$ cat src/design/crt_pkg.sv
// ----------------------------------------------------------------------------
// crt_pkg
// Types and codes shared by the content registry table and its cells.
// ----------------------------------------------------------------------------
package crt_pkg;

    localparam int NAME_W = 64;
    localparam int ADDR_W = 32;
    localparam int PORT_W = 16;

    typedef enum logic [1:0] {
        ACT_LIST       = 2'd0,
        ACT_REGISTER   = 2'd1,
        ACT_SEARCH     = 2'd2,
        ACT_DEREGISTER = 2'd3
    } t_crt_action;

    typedef enum logic [2:0] {
        STS_ACK      = 3'd0,
        STS_FULL     = 3'd1,
        STS_DUP      = 3'd2,
        STS_NOTFOUND = 3'd3,
        STS_EMPTY    = 3'd4,
        STS_LISTED   = 3'd5,
        STS_FOUND    = 3'd6
    } t_crt_status;

    typedef enum logic [1:0] {
        ST_IDLE,
        ST_EXEC,
        ST_SCAN,
        ST_FINISH
    } t_crt_state;

    typedef struct packed {
        logic [NAME_W-1:0] peer;
        logic [NAME_W-1:0] content;
        logic [ADDR_W-1:0] addr;
        logic [PORT_W-1:0] port;
    } t_crt_entry;

    // One cell's contents as seen by its neighbor.
    typedef struct packed {
        t_crt_entry entry;
        logic       valid;
        logic       mark;
    } t_crt_slot;

    // Commands broadcast to every cell.
    typedef struct packed {
        logic rotate;
        logic insert;
        logic remove;
        logic mark_clr;
    } t_crt_ctl;

endpackage

$ cat src/design/crt_if.sv
// ----------------------------------------------------------------------------
// crt_req_if / crt_rsp_if
// Valid/ready channels carrying registry requests and their results.
// ----------------------------------------------------------------------------
interface crt_req_if;
    logic        valid;
    logic        ready;
    logic [1:0]  action;
    logic [63:0] peer_key;
    logic [63:0] content_key;
    logic [31:0] peer_address;
    logic [15:0] peer_port;

    modport source (output valid, action, peer_key, content_key, peer_address,
                    peer_port, input ready);
    modport sink   (input valid, action, peer_key, content_key, peer_address,
                    peer_port, output ready);
endinterface

interface crt_rsp_if;
    logic        valid;
    logic        ready;
    logic [2:0]  status;
    logic [63:0] found_content;
    logic [63:0] found_peer;
    logic [31:0] found_address;
    logic [15:0] found_port;
    logic        last;

    modport source (output valid, status, found_content, found_peer, found_address,
                    found_port, last, input ready);
    modport sink   (input valid, status, found_content, found_peer, found_address,
                    found_port, last, output ready);
endinterface

$ cat src/design/crt_cell.sv
// ----------------------------------------------------------------------------
// crt_cell
// One registry slot: holds an entry, compares it against the broadcast key
// and takes its neighbor's contents on rotate or remove, or the new entry on insert.
// ----------------------------------------------------------------------------
module crt_cell (
    input  logic                            i_clk,
    input  logic                            i_rst_n,
    input  crt_pkg::t_crt_ctl               i_ctl,
    input  logic [crt_pkg::NAME_W-1:0]      i_key_peer,
    input  logic [crt_pkg::NAME_W-1:0]      i_key_content,
    input  crt_pkg::t_crt_entry             i_new,
    input  crt_pkg::t_crt_slot              i_next,
    input  logic                            i_prev_valid,
    input  logic                            i_hit,
    output logic                            o_hit,
    output logic                            o_seen,
    output logic                            o_chit,
    output crt_pkg::t_crt_slot              o_slot
);

    crt_pkg::t_crt_entry r_entry, n_entry;
    logic                r_valid, n_valid;
    logic                r_mark,  n_mark;
    logic                w_content_eq;
    logic                w_match;

    assign w_content_eq = (r_entry.content == i_key_content);
    assign w_match      = r_valid && w_content_eq && (r_entry.peer == i_key_peer);

    assign o_hit  = i_hit | w_match;
    assign o_seen = r_valid && r_mark && w_content_eq;
    assign o_chit = r_valid && w_content_eq;
    assign o_slot = '{entry: r_entry, valid: r_valid, mark: r_mark};

    always_comb begin
        n_entry = r_entry;
        n_valid = r_valid;
        n_mark  = r_mark;
        if (i_ctl.rotate) begin
            n_entry = i_next.entry;
            n_valid = i_next.valid;
            n_mark  = i_next.mark;
        end else if (i_ctl.remove && o_hit) begin
            // close the gap left by the removed entry
            n_entry = i_next.entry;
            n_valid = i_next.valid;
        end else if (i_ctl.insert && !r_valid && i_prev_valid) begin
            n_entry = i_new;
            n_valid = 1'b1;
        end
        if (i_ctl.mark_clr) begin
            n_mark = 1'b0;
        end
    end

    always_ff @(posedge i_clk) begin
        r_entry <= n_entry;
        if (!i_rst_n) begin
            r_valid <= 1'b0;
            r_mark  <= 1'b0;
        end else begin
            r_valid <= n_valid;
            r_mark  <= n_mark;
        end
    end

endmodule

$ cat src/design/content_registry_table.sv
// ----------------------------------------------------------------------------
// content_registry_table
// Registry of peer/content entries held in a ring of cells.
// ----------------------------------------------------------------------------
// The table is a ring of CAPACITY cells, one entry per cell, kept packed from
// cell 0 upward in order of registration. Register and deregister requests
// compare the key against every cell at once: the request is accepted, then
// executed with its result handed to the output register once that is free; a
// deregister closes the gap by moving every later cell down one place in the
// same cycle. A list on an empty table is answered in the same way. Other list
// and search requests rotate the ring one place per cycle, unless a list
// holds it for a full output register, for CAPACITY places, so that each entry
// passes cell 0 in order: the request is accepted, the scan marks are cleared,
// the ring turns and the final result is posted, in that order.
// After a full turn the ring is back in its original order. A request can be
// taken while the previous final result still waits in the output register.
// ----------------------------------------------------------------------------
module content_registry_table #(
    parameter int CAPACITY = 8
) (
    input  logic        i_clk,
    input  logic        i_rst_n,
    crt_req_if.sink     i_req,
    crt_rsp_if.source   o_rsp
);

    localparam int STEP_W = (CAPACITY > 1) ? $clog2(CAPACITY) : 1;

    crt_pkg::t_crt_state  r_state, n_state;
    crt_pkg::t_crt_action r_act;
    crt_pkg::t_crt_entry  r_key;
    logic [STEP_W-1:0]    r_step;

    // pending list name / best search match
    logic                 r_res_valid;
    crt_pkg::t_crt_entry  r_res;

    // output register
    logic                 r_out_valid;
    crt_pkg::t_crt_status r_out_status;
    crt_pkg::t_crt_entry  r_out_entry;
    logic                 r_out_last;

    // ring
    crt_pkg::t_crt_slot   w_slot [CAPACITY];
    crt_pkg::t_crt_slot   w_next [CAPACITY];
    logic [CAPACITY:0]    w_hit;
    logic [CAPACITY-1:0]  w_seen;
    logic [CAPACITY-1:0]  w_chit;
    crt_pkg::t_crt_ctl    w_ctl;
    logic [crt_pkg::NAME_W-1:0] w_key_content;

    logic                 w_req_fire;
    logic                 w_out_free;
    logic                 w_full;
    logic                 w_empty;
    logic                 w_any_hit;
    logic                 w_list_new;
    logic                 w_step_ok;
    logic                 w_last_step;

    // output/control decode
    logic                 w_emit;
    crt_pkg::t_crt_status w_emit_status;
    crt_pkg::t_crt_entry  w_emit_entry;
    logic                 w_emit_last;
    logic                 w_res_clr;
    logic                 w_res_load;
    crt_pkg::t_crt_entry  w_res_data;

    assign w_req_fire  = i_req.valid && i_req.ready;
    assign i_req.ready = (r_state == crt_pkg::ST_IDLE);
    assign w_out_free  = !r_out_valid || o_rsp.ready;

    assign w_full    = w_slot[CAPACITY-1].valid;
    assign w_empty   = !w_slot[0].valid;
    assign w_any_hit = w_hit[CAPACITY];

    // during a list scan, compare the ring against the name now at the head
    assign w_key_content = (r_state == crt_pkg::ST_SCAN && r_act == crt_pkg::ACT_LIST)
                         ? w_slot[0].entry.content : r_key.content;

    // head name is new when no entry already passed (marked) carries it
    assign w_list_new  = w_slot[0].valid && !(|w_seen);
    // hold the ring while a new name has nowhere to go
    assign w_step_ok   = !(r_act == crt_pkg::ACT_LIST && w_list_new && r_res_valid
                           && !w_out_free);
    assign w_last_step = (r_step == STEP_W'(CAPACITY - 1));

    assign w_hit[0] = 1'b0;

    for (genvar p = 0; p < CAPACITY; p++) begin : g_cell
        logic w_prev_valid;

        if (p == CAPACITY - 1) begin : g_wrap
            // head wraps to the top, marked as already passed
            assign w_next[p] = '{entry: w_slot[0].entry,
                                 valid: w_slot[0].valid & w_ctl.rotate,
                                 mark:  1'b1};
        end else begin : g_link
            assign w_next[p] = w_slot[p+1];
        end

        if (p == 0) begin : g_first
            assign w_prev_valid = 1'b1;
        end else begin : g_rest
            assign w_prev_valid = w_slot[p-1].valid;
        end

        crt_cell u_cell (
            .i_clk         (i_clk),
            .i_rst_n       (i_rst_n),
            .i_ctl         (w_ctl),
            .i_key_peer    (r_key.peer),
            .i_key_content (w_key_content),
            .i_new         (r_key),
            .i_next        (w_next[p]),
            .i_prev_valid  (w_prev_valid),
            .i_hit         (w_hit[p]),
            .o_hit         (w_hit[p+1]),
            .o_seen        (w_seen[p]),
            .o_chit        (w_chit[p]),
            .o_slot        (w_slot[p])
        );
    end

    // next state
    always_comb begin
        n_state = r_state;
        case (r_state)
            crt_pkg::ST_IDLE: begin
                if (w_req_fire) begin
                    n_state = crt_pkg::ST_EXEC;
                end
            end
            crt_pkg::ST_EXEC: begin
                case (r_act)
                    crt_pkg::ACT_LIST: begin
                        if (!w_empty) begin
                            n_state = crt_pkg::ST_SCAN;
                        end else if (w_out_free) begin
                            n_state = crt_pkg::ST_IDLE;
                        end
                    end
                    crt_pkg::ACT_SEARCH: begin
                        n_state = crt_pkg::ST_SCAN;
                    end
                    default: begin
                        if (w_out_free) begin
                            n_state = crt_pkg::ST_IDLE;
                        end
                    end
                endcase
            end
            crt_pkg::ST_SCAN: begin
                if (w_step_ok && w_last_step) begin
                    n_state = crt_pkg::ST_FINISH;
                end
            end
            crt_pkg::ST_FINISH: begin
                if (w_out_free) begin
                    n_state = crt_pkg::ST_IDLE;
                end
            end
            default: n_state = crt_pkg::ST_IDLE;
        endcase
    end

    // ring commands and results
    always_comb begin
        w_ctl         = '0;
        w_emit        = 1'b0;
        w_emit_status = crt_pkg::STS_ACK;
        w_emit_entry  = '0;
        w_emit_last   = 1'b1;
        w_res_clr     = 1'b0;
        w_res_load    = 1'b0;
        w_res_data    = w_slot[0].entry;
        case (r_state)
            crt_pkg::ST_EXEC: begin
                case (r_act)
                    crt_pkg::ACT_LIST: begin
                        if (w_empty) begin
                            w_emit        = w_out_free;
                            w_emit_status = crt_pkg::STS_EMPTY;
                        end else begin
                            w_ctl.mark_clr = 1'b1;
                            w_res_clr      = 1'b1;
                        end
                    end
                    crt_pkg::ACT_SEARCH: begin
                        w_ctl.mark_clr = 1'b1;
                        w_res_clr      = 1'b1;
                    end
                    crt_pkg::ACT_REGISTER: begin
                        if (w_out_free) begin
                            w_emit = 1'b1;
                            if (w_full) begin
                                w_emit_status = crt_pkg::STS_FULL;
                            end else if (w_any_hit) begin
                                w_emit_status = crt_pkg::STS_DUP;
                            end else begin
                                w_emit_status = crt_pkg::STS_ACK;
                                w_ctl.insert  = 1'b1;
                            end
                        end
                    end
                    crt_pkg::ACT_DEREGISTER: begin
                        if (w_out_free) begin
                            w_emit        = 1'b1;
                            w_emit_status = w_any_hit ? crt_pkg::STS_ACK
                                                      : crt_pkg::STS_NOTFOUND;
                            w_ctl.remove  = 1'b1;
                        end
                    end
                    default: ;
                endcase
            end
            crt_pkg::ST_SCAN: begin
                if (w_step_ok) begin
                    w_ctl.rotate = 1'b1;
                    if (r_act == crt_pkg::ACT_LIST) begin
                        if (w_list_new) begin
                            // flush the previous name, keep the new one pending
                            w_res_load = 1'b1;
                            if (r_res_valid) begin
                                w_emit                = 1'b1;
                                w_emit_status         = crt_pkg::STS_LISTED;
                                w_emit_entry.content  = r_res.content;
                                w_emit_last           = 1'b0;
                            end
                        end
                    end else if (w_chit[0]) begin
                        // later entries overwrite: newest match wins
                        w_res_load = 1'b1;
                    end
                end
            end
            crt_pkg::ST_FINISH: begin
                if (w_out_free) begin
                    w_emit = 1'b1;
                    if (r_act == crt_pkg::ACT_LIST) begin
                        w_emit_status        = crt_pkg::STS_LISTED;
                        w_emit_entry.content = r_res.content;
                    end else if (r_res_valid) begin
                        w_emit_status = crt_pkg::STS_FOUND;
                        w_emit_entry  = r_res;
                    end else begin
                        w_emit_status = crt_pkg::STS_NOTFOUND;
                    end
                end
            end
            default: ;
        endcase
    end

    always_ff @(posedge i_clk) begin
        if (w_req_fire) begin
            r_act         <= crt_pkg::t_crt_action'(i_req.action);
            r_key.peer    <= i_req.peer_key;
            r_key.content <= i_req.content_key;
            r_key.addr    <= i_req.peer_address;
            r_key.port    <= i_req.peer_port;
        end
        if (w_res_load) begin
            r_res <= w_res_data;
        end
        if (w_emit) begin
            r_out_status <= w_emit_status;
            r_out_entry  <= w_emit_entry;
            r_out_last   <= w_emit_last;
        end
        if (!i_rst_n) begin
            r_state     <= crt_pkg::ST_IDLE;
            r_step      <= '0;
            r_res_valid <= 1'b0;
            r_out_valid <= 1'b0;
        end else begin
            r_state <= n_state;
            if (w_ctl.mark_clr) begin
                r_step <= '0;
            end else if (w_ctl.rotate) begin
                r_step <= r_step + STEP_W'(1);
            end
            if (w_res_clr) begin
                r_res_valid <= 1'b0;
            end else if (w_res_load) begin
                r_res_valid <= 1'b1;
            end
            if (w_emit) begin
                r_out_valid <= 1'b1;
            end else if (o_rsp.ready) begin
                r_out_valid <= 1'b0;
            end
        end
    end

    assign o_rsp.valid         = r_out_valid;
    assign o_rsp.status        = r_out_status;
    assign o_rsp.found_content = r_out_entry.content;
    assign o_rsp.found_peer    = r_out_entry.peer;
    assign o_rsp.found_address = r_out_entry.addr;
    assign o_rsp.found_port    = r_out_entry.port;
    assign o_rsp.last          = r_out_last;

endmodule

$ cat src/flat_wrapper.sv
// flat-port wrapper written by rule: the top's interface ports become plain ports
module content_registry_table_flat 
#(
    parameter int CAPACITY = 8
)
  (i_clk, i_rst_n, i_req_valid, i_req_action, i_req_peer_key, i_req_content_key, i_req_peer_address, i_req_peer_port, i_req_ready, o_rsp_valid, o_rsp_status, o_rsp_found_content, o_rsp_found_peer, o_rsp_found_address, o_rsp_found_port, o_rsp_last, o_rsp_ready);
  crt_req_if i_req_i ();
  crt_rsp_if o_rsp_i ();
  input  logic i_clk;
  input  logic i_rst_n;
  input wire logic [$bits(i_req_i.valid)-1:0] i_req_valid;
  input wire logic [$bits(i_req_i.action)-1:0] i_req_action;
  input wire logic [$bits(i_req_i.peer_key)-1:0] i_req_peer_key;
  input wire logic [$bits(i_req_i.content_key)-1:0] i_req_content_key;
  input wire logic [$bits(i_req_i.peer_address)-1:0] i_req_peer_address;
  input wire logic [$bits(i_req_i.peer_port)-1:0] i_req_peer_port;
  output wire logic [$bits(i_req_i.ready)-1:0] i_req_ready;
  output wire logic [$bits(o_rsp_i.valid)-1:0] o_rsp_valid;
  output wire logic [$bits(o_rsp_i.status)-1:0] o_rsp_status;
  output wire logic [$bits(o_rsp_i.found_content)-1:0] o_rsp_found_content;
  output wire logic [$bits(o_rsp_i.found_peer)-1:0] o_rsp_found_peer;
  output wire logic [$bits(o_rsp_i.found_address)-1:0] o_rsp_found_address;
  output wire logic [$bits(o_rsp_i.found_port)-1:0] o_rsp_found_port;
  output wire logic [$bits(o_rsp_i.last)-1:0] o_rsp_last;
  input wire logic [$bits(o_rsp_i.ready)-1:0] o_rsp_ready;
  assign i_req_i.valid = i_req_valid;
  assign i_req_i.action = i_req_action;
  assign i_req_i.peer_key = i_req_peer_key;
  assign i_req_i.content_key = i_req_content_key;
  assign i_req_i.peer_address = i_req_peer_address;
  assign i_req_i.peer_port = i_req_peer_port;
  assign i_req_ready = i_req_i.ready;
  assign o_rsp_valid = o_rsp_i.valid;
  assign o_rsp_status = o_rsp_i.status;
  assign o_rsp_found_content = o_rsp_i.found_content;
  assign o_rsp_found_peer = o_rsp_i.found_peer;
  assign o_rsp_found_address = o_rsp_i.found_address;
  assign o_rsp_found_port = o_rsp_i.found_port;
  assign o_rsp_last = o_rsp_i.last;
  assign o_rsp_i.ready = o_rsp_ready;
  content_registry_table #(.CAPACITY(CAPACITY)) u_core (.i_clk(i_clk), .i_rst_n(i_rst_n), .i_req(i_req_i), .o_rsp(o_rsp_i));
endmodule
$ cat config.mk
export PLATFORM = sky130hd
export DESIGN_NAME = content_registry_table_flat
export DESIGN_NICKNAME = d
export VERILOG_FILES = /design/src/design/crt_pkg.sv /design/src/design/crt_if.sv /design/src/design/crt_cell.sv /design/src/design/content_registry_table.sv /design/src/flat_wrapper.sv
export SDC_FILE = /design/constraint.sdc
export NUM_CORES = 2
export LEC_CHECK = 0
export ABC_AREA = 1
export BUFFER_PORTS_ARGS = -buffer_cell sky130_fd_sc_hd__buf_2
export CAP_MARGIN = 25
export CORE_ASPECT_RATIO = 0.9
export CORE_UTILIZATION = 45
export CTS_CLUSTER_DIAMETER = 100
export DETAILED_ROUTE_END_ITERATION = 6
export PLACE_DENSITY_LB_ADDON = 0.15
export SYNTH_ARGS = -nofsm -noshare
export SYNTH_HDL_FRONTEND = slang
export SYNTH_SLANG_ARGS = --single-unit
$ cat constraint.sdc
create_clock -name i_clk -period 36.5 [get_ports i_clk]
set_input_delay 7.3 -clock i_clk [delete_from_list [all_inputs] [get_ports i_clk]]
set_output_delay 7.3 -clock i_clk [all_outputs]
set_load 0.01 [all_outputs]
# Yosys cells after proc, flatten, opt, wreduce, memory -nomap -nowiden
# Cells that the tools add are included.
# totals
output_inout_bits,182
ff_bits,1965
elab_cells,307
# op_classes
bitwise,15
reduce_logical,93
eq_ne,25
n_addsub,1
muxes,106
# op_table
op,count
two-way mux 176 bit,25
equality test 64 bit,16
two-way mux 64 bit,6
case mux 64 bit (2 select lines),1
two-way mux 112 bit,1
logical AND 1 bit,62
two-way mux 48 bit,1
two-way mux 1 bit,47
two-way mux 3 bit,11
nonzero test 3 bit,8
case mux 3 bit (3 select lines),2
two-way mux 2 bit,7
zero test 1 bit,12
"equality test 2 bit, second input constant",4
case mux 2 bit (4 select lines),1
OR reduction 4 bit,2
OR reduction 8 bit,1
inverter 1 bit,7
bitwise OR 1 bit,7
OR reduction 2 bit,3
"equality test 2 x 1 -> 1 bit, second input constant",2
zero test 2 bit,2
"!= test 2 bit, second input constant",2
case mux 1 bit (2 select lines),2
other kinds (8),8

# Depth between registers and ports, before layout
# logic_depth
depth_word,23
depth_mapped,27

# Hierarchy
# From an unflattened synthesis, not the netlist that was laid out.
# unflattened
cells_unflattened,12537
hier_area_um2,104783.0
# by_module_without_submodules
mod,cells_each,instances,area_each_um2
crt_cell,1433,8,10689.0
content_registry_table,1073,1,19271.0

# Worst setup path after synthesis
# OpenSTA, ideal clock, no wires.
# synth_timing
path_kind,input-to-reg
start,input o_rsp_ready
end,"register u_core.g_cell[0].u_cell.r_entry, in the netlist u_core.g_cell[0].u_cell.o_slot[100] (enable)"
slack_ps,15295
t_arrival_ps,20250
setup_ps,955
required_ps,35545
path_buffers,0
cell_stages,6
path_cell_list,nor2_1 inv_1 nand3_1 nor2_1 nand3_1 o21ai_0
# synth_between
elab_chain_len,6
# synth_rtl
element,line,text
from (decl),flat_wrapper.sv:25,input wire logic [$bits(o_rsp_i.ready)-1:0] o_rsp_ready;
logical OR 1 bit *,content_registry_table.sv:73,assign w_out_free = !r_out_valid || o_rsp.ready;
two-way mux 1 bit (tied with other cells),content_registry_table.sv:209,if (w_out_free) begin
two-way mux 1 bit / logical AND 1 bit (equally long branches),"content_registry_table.sv:181, content_registry_table.sv:87",
two-way mux 3 bit / two-way mux 1 bit (equally long branches),"content_registry_table.sv:179, content_registry_table.sv:220",
logical AND 1 bit (tied with other cells),crt_cell.sv:44,end else if (i_ctl.remove && o_hit) begin
nonzero test 3 bit (no line) *,--,
to (signal assigned),crt_cell.sv:58,r_entry <= n_entry;
to (decl),crt_cell.sv:22,"crt_pkg::t_crt_entry r_entry, n_entry;"
# Mark *: on every way between the ends. The rest lies on a longest branch, timed or not.
# A chain may end at the register's enable or synchronous reset.

# Final worst setup path
# layout_timing
start,input o_rsp_ready
end,"register u_core.g_cell[1].u_cell.r_entry, in the netlist u_core.g_cell[1].u_cell.o_slot[48] (enable)"
# layout_between
elab_chain_len,7
# layout_rtl
element,line,text
logical OR 1 bit *,content_registry_table.sv:73,
two-way mux 1 bit,content_registry_table.sv:196,if (w_out_free) begin
two-way mux 1 bit,content_registry_table.sv:181,case (r_act)
two-way mux 3 bit,content_registry_table.sv:179,case (r_state)
logical AND 1 bit (2 in series),crt_cell.sv:48,end else if (i_ctl.insert && !r_valid && i_prev_valid) begin
nonzero test 3 bit (no line) *,--,
to (signal assigned),crt_cell.sv:58,
to (decl),crt_cell.sv:22,
# Marked as above.

==> qor.yml <==
outcome:
  outcome: "finished clean"
timing:
  slew_headroom_pct: 18.0
  post-route-worst-setup-slack_ns: 25.22
  setup_viol: 0
  clock_skew_ns: 0.0579
  tightestPinTransition_ns: 1.22
  rsz0062_at_grt: "no"
  min_period_over_period_pct: 30.9
  timing.final.hold_violations: 0
  max_clock_freq_ghz: 0.0886
  min_period_ns: 11.28
  fin_setup_tns_ns: 0
  maxSlewViolCount: 0
synth:
  yosys_warnings: 0
  synth_edf_count: 1942
  yosysSeqAreaShare_pct: 63.8
  syn_nets: 9233
  synth.top_cell.area_share_pct: 63.3
  synth_flop_cell: "edfxtp_1"
  synth.area.top_cells: "edfxtp_1, nand2_1, o21ai_0"
  ys_ff_latch: 1965
  syn_area_mm2: 0.0921
  asyncSetResetFlopFracSynth_pct: 0
  synth_top_cell_by_area: "edfxtp_1"
  ys_types: 52
  syn_avg_cell_area_um2: 10.2
  synth_cells: 9049
job:
  maxCapViolCount: 0
global_route:
  grt_max_degree: 226
  antenna_found_initial: 21
  grt_pass1_vias: 63200
  grt_usage_pct: 32.3
  grt_pass1_wl_mm: 474
  overflow: 0
place:
  io_buffers: 363
  hpwl_mm: 239
  place.gp.congestion: 1.08
  post-place-ws_ns: 24.36
clocking:
  clkLatencyLatePin_ns: 0.91
  cts_setup_buffers: 0
  cts_resized: 0
  clock_sink_count: 1965
  clockBufferDepth: 3
  cts_hold_buf: 0
  cts_tree: "done"
  clkTransAtPathRegs_ns: 0.06
  clockRootBuffer: "clkbuf_16"
  h-tree-depth: 4
  cts_inserted_buffers: 208
critical_path:
  cpPeakStageDelay_ns: 0.82
  worstSetupPathType: "input port to flop"
  cp-start-kind: "input port"
  worstPathMaxFanout: 83
  critical_path.top_delay_family: "simple AND/OR/NAND/NOR gates"
  crit_required_ns: 36.99
  cp_slowest_cell: "nand2_4"
  critical_path.cell_chain: "buf_2 -> nor2_1 -> buf_4 -> inv_1 -> nor2_1 -> nand4_2 -> nand2_2 -> nand2_4 -> inv_1 -> nand2_4 -> buf_4 -> buf_4"
  worstSetupEndpointType: "flop"
  crit_arrival_ns: 11.77
  cpMostUsedCell: "buf_4"
  crit_buf_inv: 6
power_and_ir_drop:
  vdd_drop_max_mv: 0.0428
  p_leak_nw: 36.2
  power_density_mw_per_mm2: 53.4
detailed_routing:
  wl_mm: 340
  drc: 0
  ant_nets: 0
  vias_per_cell: 5.72
  firstDrtPassIters: 6
  initialDrtViolationCount: 9637
  vias: 69300
  wl_per_cell_um: 28.0
final_layout:
  final-seq-area_mm2: 0.0588
  multi_input_area_mm2: 0.0288
  postLayoutCoreUtil_pct: 50.5
  nNetsFinal: 9404
  mostFrequentLayoutCells: "nand2_1, edfxtp_1, o21ai_0, inv_1, nor2_1"
  fill_cells: 18600
  syn2layout_area_growth_pct: 11.5
  drive_above_1_share_pct: 9.95
  final_common_cell: "nand2_1"
floorplan:
  initial_core_util_pct: 45.3
  die_area_mm2: 0.206
  fp.dieW_um: 479
  die_h_um: 431
  core-area_mm2: 0.203
  io_pins: 364
  rows: 157
min_path:
  min_path_type: "flop to flop"
[flip-flops by register name (all words and copies together) (netlist names)]
name and flops:
u_core.g_cell.u_cell.o_slot 1408, u_core.o_rsp.found_port 16, u_core.o_rsp.found_content 64, u_core.o_rsp.found_address 32, u_core.r_state 2, u_core.r_act 2
u_core.g_cell.u_cell.r_valid 8, u_core.o_rsp.found_peer 64, u_core.o_rsp.valid 1, u_core.o_rsp.status 3, u_core.r_res 176, u_core.g_cell.u_cell.r_mark 8
u_core.r_step 3, u_core.r_res_valid 1, u_core.o_rsp.last 1, u_core.r_key 176
[worst register-to-register path, cell delays in order, from the launching register on]
cell and delay (ns):
edfxtp_1 0.56, inv_1 0.15, nand2_1 0.20, nor2_4 0.16
buf_4 0.39, buf_4 0.61, nand2_1 0.21, nand2_2 0.36
xor2_1 0.51, nand2_1 0.09, nor3_1 0.69, nand2_1 0.12
nor2_1 0.61, nand4_1 0.25, nand2_1 0.12, nor2_1 0.08
nand4_2 0.24, nand2_2 0.47, nand2_4 0.83, inv_1 0.23
nand2_4 0.51, buf_4 0.71, buf_4 0.88
[kinds of logic after synthesis]
family	after synthesis	share of synthesized area, %
AOI/OAI and AO/OA	1669	9.28
xor gates and xnor gates	503	4.79
adders and majority gates	2	0.0272
buffers and inverters	1084	5.02
DFF	1965	63.8
muxes	1	0.0109
and+or+nand+nor	3825	17.0
[cell type report]
cell class / instances / area share [%]
tap: 2703 / 3.29
clock inverter: 131 / 1.38
timing repair buffer: 447 / 2.51
sequential: 1965 / 57.2
multi-input combinational: 6000 / 28.1
antenna: 8 / 0.0195
inverter: 598 / 2.19
clock buffer: 255 / 5.28
[power breakdown]
part	internal (mW)	switching (mW)
clock network	1.20	0.951
registers	2.64	0.102
logic	0.157	0.442
[final timing paths]
path,endpoint,slack (ns),cells after the start,from
setup / recovery,u_core.g_cell[1].u_cell.o_slot[48]$_DFFE_PP_,25.22,12,o_rsp_ready
hold / removal,u_core.r_res[29]$_DFFE_PP_,0.45,0,u_core.g_cell[0].u_cell.o_slot[31]$_DFFE_PP_
setup reg to reg,u_core.g_cell[1].u_cell.o_slot[48]$_DFFE_PP_,27.03,22,u_core.r_act[1]$_DFFE_PP_
hold reg to reg,u_core.r_res[29]$_DFFE_PP_,0.45,0,u_core.g_cell[0].u_cell.o_slot[31]$_DFFE_PP_
[cell usage after synthesis (2+ instances only)]
cell type     n
inv_1       590
nor3_1       44
o21ai_4       4
o2111ai_1     9
xnor2_1     278
inv_2         5
nand2_1    2610
dfxtp_1      23
o2bb2ai_1     5
ha_1          2
nand3b_1     25
buf_6         8
clkbuf_1    254
clkinv_1      3
o21ai_2       3
o21ai_1     130
nand3_1     242
buf_2       136
nand4_2       2
xor2_1      225
or2_0         4
o21ai_0    1438
nor2_2        2
buf_4        86
nand4_1     120
a21oi_1      28
or2_2       132
edfxtp_1   1942
o22ai_1      39
a211oi_1      4
o211ai_1      2
nor4_1       35
nand2_2      19
nor3b_1       4
and3_1        2
nor2_4        2
nor2_1      577
[per-layer routing]
metal  wire length (um)  up-vias  track usage [%]
li1                   -    31100                -
met1             148000    33700             48.2
met5                 58        -                0
met4              14900       10             12.7
met3              38600      523             8.17
met2             138000     3921             44.8
[stage by stage]
step	power [mW]	instance area, um2	std cells	hold slack [ns]
after floorplan	3.11	92100	9049	0.427
after global placement	3.35	95800	11700	0.439
after detailed placement	3.36	95800	11700	0.436
after CTS	5.50	103000	12100	0.457
after global routing	5.64	103000	12100	0.455
final	5.49	103000	12100	0.450
(Power assumes the default switching activity.)
